[src/hw/rtl/sbi_pkg.sv]
// shared types and constants for the segment versus box slab test
// no dependencies
package sbi_pkg;

	localparam int unsigned CoordW = 24;
	localparam int unsigned AxisN  = 3;
	localparam int unsigned DiffW  = 26;
	localparam int unsigned MagW   = 25;
	localparam int unsigned FracW  = 17;
	localparam int unsigned DivN   = 17;
	localparam logic [FracW-1:0] FracOne = 17'h10000;

	// per-axis control carried beside the dividers
	typedef struct packed {
		logic use_st;
		logic use_et;
	} axis_ctl_t;

	typedef struct packed {
		logic                    reject;
		axis_ctl_t [AxisN-1:0]   axis;
	} item_ctl_t;

endpackage

[src/hw/rtl/sbi_div.sv]
// pipelined restoring divider, one quotient bit per stage, quotient up to 1.0 in Q1.16
// depends on sbi_pkg
module sbi_div
	import sbi_pkg::*;
(
	input  logic             clk,
	input  logic             en,
	input  logic [MagW-1:0]  num,
	input  logic [MagW-1:0]  den,
	output logic [FracW-1:0] quo
);

	logic [MagW:0]    rem_s [0:DivN-2];
	logic [MagW-1:0]  den_s [0:DivN-2];
	logic [FracW-1:0] quo_s [0:DivN-1];

	// one compare and subtract per stage
	for (genvar i = 0; i < DivN; i++) begin : g_step
		logic [MagW:0]    r_in;
		logic [MagW-1:0]  d_in;
		logic [FracW-1:0] q_in;
		logic [MagW:0]    r_sub;
		logic             ge;

		if (i == 0) begin : g_first
			assign r_in = {1'b0, num};
			assign d_in = den;
			assign q_in = '0;
		end else begin : g_next
			assign r_in = {rem_s[i-1][MagW-1:0], 1'b0};
			assign d_in = den_s[i-1];
			assign q_in = quo_s[i-1];
		end

		assign ge    = r_in >= {1'b0, d_in};
		assign r_sub = r_in - {1'b0, d_in};

		always_ff @(posedge clk) begin
			if (en) begin
				quo_s[i] <= {q_in[FracW-2:0], ge};
			end
		end

		if (i < DivN - 1) begin : g_carry
			always_ff @(posedge clk) begin
				if (en) begin
					rem_s[i] <= ge ? r_sub : r_in;
					den_s[i] <= d_in;
				end
			end
		end
	end

	assign quo = quo_s[DivN-1];

endmodule

[config.mk]
export PLATFORM = sky130hd
export DESIGN_NAME = sbi_div
export DESIGN_NICKNAME = d
export VERILOG_FILES = /design/src/hw/rtl/sbi_pkg.sv /design/src/hw/rtl/sbi_div.sv
export SDC_FILE = /design/constraint.sdc
export NUM_CORES = 2
export LEC_CHECK = 0
export ABC_AREA = 0
export BUFFER_PORTS_ARGS = -buffer_cell sky130_fd_sc_hd__buf_2
export CORE_MARGIN = 2
export CORE_UTILIZATION = 45
export DETAILED_ROUTE_END_ITERATION = 7
export PLACE_DENSITY = 0.58
export SYNTH_ARGS = -nofsm -noshare
export SYNTH_HDL_FRONTEND = slang
export SYNTH_SLANG_ARGS = --single-unit
[constraint.sdc]
create_clock -name clk -period 5.3 [get_ports clk]
set_input_delay 1.325 -clock clk [delete_from_list [all_inputs] [get_ports clk]]
set_output_delay 1.325 -clock clk [all_outputs]
set_load 0.005 [all_outputs]
### Word level (Yosys, flattened, before mapping)

Memories as Yosys holds them, arrays and structs flattened.
Cells that the tools add are included.

* flip-flop bits (word level): 0
* bits in writable memories: 1105
* bits of input ports: 52
* output and inout bits: 17
* word-level logic and storage cells: 54
* memories kept: 3

* add/sub/neg operators: 16
* $lt $le $gt $ge: 17
* multiplexer cells: 18

Memory list
* rem_s: depth 16, bits a word 26, rd ports 16, clocked after memory_dff 0, wr ports 16, RTL line sbi_div.sv:13 `logic [MagW:0] rem_s [0:DivN-2];`
* den_s: depth 16, bits a word 25, rd ports 16, clocked after memory_dff 0, wr ports 16, RTL line sbi_div.sv:14 `logic [MagW-1:0] den_s [0:DivN-2];`
* quo_s: depth 17, bits a word 17, rd ports 17, clocked after memory_dff 0, wr ports 17, RTL line sbi_div.sv:15 `logic [FracW-1:0] quo_s [0:DivN-1];`

Operator list (count)
* >= comparator 26 x 25 -> 1 bit: 16
* two-way mux 26 bit: 16
* subtractor 26 x 25 -> 26 bit: 15
* subtractor 25 x 25 -> 26 bit: 1
* >= comparator 25 bit: 1
* two-way mux 1 bit: 2

### Longest topological paths before layout

An unclocked memory read counts as a cell.

* depth after elaboration: 3
* depth in mapped cells: 14
* mapped depth without buffers: 13

### Worst setup path after synthesis

No wires, ideal clock.

* path kind: input -> register
* start point: input port num[0]
* end point: memory rem_s[0][1] in the netlist's numbering (data pin)
* setup time: 0.260 ns
* data arrival time: 4.020 ns
* required time: 5.040 ns
* setup slack: 1.021 ns
* stages: 12
* buffers on the path: 0
* cells stage by stage: inv_1 -> ha_1 -> inv_1 -> fa_1 -> a21o_1 -> a221o_1 -> a31oi_2 -> o211ai_1 -> a221oi_2 -> o2111ai_1 -> a21oi_2 -> mux2_2

RTL lines
* start: declaration: RTL line sbi_div.sv:8 `input logic [MagW-1:0] num,`
* end: declaration: RTL line sbi_div.sv:13

==> flow_summary.yaml <==
critical_path:
  critPathCaptureType: "flop"
  r2r_start: "den_s[10][0]"
  cp.buffers_inverters: 1
  worstSetupStartpointType: "flop"
  max_stage_delay_ns: 0.63
  crit_slowest_cell: "o31ai_1"
  critPathTopFamily: "compound AO/OA/AOI/OAI gates"
  cp.arrival_ns: 4.55
  path_class: "flop to flop"
  r2r-end: "rem_s[1][101]"
  path_cells: "fa_1 > nand2b_1 > a21oi_1 > nor3_1 > o31ai_1 > o21bai_1 > a31oi_1 > a41oi_4 > buf_4 > a211oi_1 > a221oi_1"
  worstPathMaxFanout: 26
  r2r_cells: 11
  rrSetupSlack_ns: 1.20
  cp.required_ns: 5.75
layout:
  drive_above_1_share: 0.09017
  multiInputGateArea_sq_um: 23620
  area_growth_pct: 10.85
  fin_nets: 5447
  fillers: 10759
  fin_area_sq_um: 60460
  seq_area_sq_um: 28620
  diodes: 0
synthesis:
  syn_area_sq_um: 54540
  synthArstFlopShare: 0
  synth-seq-cells: 953
  synthCells: 4824
  ys.flop_type: "edfxtp_1"
  ys_seq_area_frac: 0.5247
  syn_avg_cell_area_sq_um: 11.31
  synth_warnings: 0
  synth-edff-count: 953
  mappedNetlistNets: 5316
  yosysUniqueCellTypes: 92
sta:
  period_needed_ns: 4.104
  worst_pin_slew_ns: 1.113
  tns_ns: 0
  slew_headroom: 0.2581
  fin_skew_ns: 0.03571
  holdWs_ns: 0.3938
  hold_viol_final: 0
  fmax_mhz: 243.7
  rsz0062_at_grt: "false"
  final.setup.worst_slack_ns: 1.196
  finalCritPeriodShare: 0.7743
  timing.final.max_slew_violations: 0
  finalSetupViolCount: 0
flow_run:
  max_cap_viol_count: 0
placed_design:
  pre_cts_slack_ns: 0.5463
  gp_congestion: 0.8776
  placed_area_sq_um: 57030
  place_hpwl_microns: 91640
  port_buffers: 68
die:
  die-width_microns: 352.1
  die_area_sq_um: 124000
  std_cell_rows: 127
  initial_core_util: 0.4540
  ioPinCount: 69
  chipHeight_microns: 352.1
  core_area_sq_um: 120100
clock_network:
  cts-resized-gates: 0
  tritoncts: "built"
  cts_sinks: 953
  cts_htree_levels: 3
  hold_buffers: 0
  clock_latency_ns: 0.72
  clkTransAtPathRegs_ns: 0.06
  cts.path.max_buffers: 3
  post-cts-setup-buffer-count: 0
  root_buffer: "clkbuf_16"
  cts_made_buffers: 106
detailed_routing:
  drtIter0Drc: 2625
  postRouteWirelength_microns: 121700
  antenna_left: 0
  vias: 35955
  via_per_inst: 5.409
  dr.pass1.iters: 5
  drc: 0
  wl_per_cell_microns: 18.31
power:
  power_leakage_nw: 24.92
  power_density_nw_per_um2: 598.9
  peakVddDrop_mv: 0.3656
  p_total_mw: 36.21
worst_hold_path:
  hp-start: "quo_s[0][68]"
  hold_class: "flop to flop"
  hold_depth: 0
  hold_end: "quo_s[0][86]"
grt:
  antenna_found_initial: 1
  grt-ovfl-total: 0
  grt_pass1_vias: 34224
  grt_usage: 0.1924
  grt_first_pass_wirelength_microns: 189700
  grt_max_degree: 178
outcome:
  status: "finished, final reports clean"
-- power breakdown --
| part | total (mW) | leakage [nW] | switching (mW) | internal (mW) |
|---|---|---|---|---|
| sequential | 12.5 | 9.32 | 1.28 | 11.3 |
| clock | 7.32 | 1.68 | 3.03 | 4.29 |
| combinational | 16.4 | 13.9 | 9.18 | 7.18 |
-- layout make-up --
class | instances | share of cell area
flip-flops and latches | 953 | 0.4733
inverters | 538 | 0.03340
well taps | 1612 | 0.03336
clock inverters | 58 | 0.01033
multi-input cells | 3248 | 0.3907
clock buffers | 130 | 0.04642
repair buffers | 108 | 0.01242
-- synthesized netlist by cell type (46+ instances only) --
cell type / number / area, sq um
nor3_1: 68 / 340.3
a21oi_1: 331 / 1657
nor2_1: 251 / 942.2
inv_1: 537 / 2016
xnor2_1: 197 / 1725
mux2_2: 123 / 1385
clkbuf_1: 59 / 221.5
xor2_1: 127 / 1112
a21o_1: 198 / 1486
ha_1: 424 / 5305
o21a_1: 50 / 375.4
nand3_1: 74 / 370.4
nand4_1: 51 / 319.1
o21bai_1: 47 / 352.8
o21ai_0: 302 / 1511
nand2_1: 352 / 1321
nor2b_1: 75 / 469.2
nand2b_1: 46 / 287.8
edfxtp_1: 953 / 28620
-- state kept, by name (all words and copies together) (netlist names) --
register and count:
den_s 400, quo_s 153, rem_s 400
-- per-stage QoR --
stage            util  cells
6_report       0.5033   6647
5_1_grt        0.5033   6647
4_1_cts        0.5033   6647
3_5_place_dp   0.4747   6459
3_3_place_gp   0.4747   6459
2_1_floorplan       -   4824
-- placed cells by master (no fill, tap or decap), types with 23 or more instances in the layout --
cell type / Yosys / routed
edfxtp_1: 953 / 953
inv_1: 537 / 537
ha_1: 424 / 424
nand2_1: 352 / 352
a21oi_1: 331 / 330
o21ai_0: 302 / 301
nor2_1: 251 / 250
a21o_1: 198 / 198
xnor2_1: 197 / 197
xor2_1: 127 / 127
mux2_2: 123 / 123
clkbuf_16: 0 / 109
nor2b_1: 75 / 75
nand3_1: 74 / 74
nor3_1: 68 / 68
buf_2: 14 / 67
nand4_1: 51 / 51
o21a_1: 50 / 50
o21bai_1: 47 / 47
nand2b_1: 46 / 46
a31oi_1: 42 / 40
o31ai_1: 38 / 38
a211oi_1: 35 / 35
and3_1: 33 / 33
buf_4: 4 / 32
mux2_1: 27 / 27
and2_1: 23 / 23
-- how the worst max path moves through the flow --
| stage | end | cells past startpoint | from | slack, ns |
|---|---|---|---|---|
| 2_1_floorplan | rem_s[0][1] | 12 | num[0] | 1.02 |
| 3_3_place_gp | rem_s[0][23] | 14 | num[0] | 0.60 |
| 3_5_place_dp | rem_s[0][18] | 14 | num[0] | 0.55 |
| 4_1_cts | rem_s[1][59] | 8 | rem_s[1][31] | 1.22 |
| 5_1_grt | rem_s[1][59] | 8 | rem_s[1][31] | 0.76 |
| 6_report | rem_s[1][101] | 11 | den_s[10][0] | 1.20 |
-- worst register-to-register path: stages (launching register included) --
cell and delay [ns]:
edfxtp_1 0.48, fa_1 0.46, nand2b_1 0.17, a21oi_1 0.22, nor3_1 0.13, o31ai_1 0.63, o21bai_1 0.18, a31oi_1 0.54
a41oi_4 0.44, buf_4 0.36, a211oi_1 0.19, a221oi_1 0.07
-- logic make-up (layout without fill, tap and decap cells) --
kind of cell	Yosys count	in the layout	synth area share
simple gates	1060	1060	0.09222
fa+ha+maj	440	440	0.1031
xor+xnor	324	324	0.05203
compound gates	1250	1250	0.1479
buf+inv	623	834	0.04375
flops	953	953	0.5247
mux	174	174	0.03629
-- metal layers --
layer / up-vias / GRT usage / part of all wire
met2: 740 / 0.3152 / 0.47
met5: - / 0 / 0
met4: 0 / 0.05205 / 0.025
met1: 17080 / 0.2683 / 0.46
met3: 182 / 0.02624 / 0.044
li1: 17953 / - / -
Power figures use the tool's default switching activity.
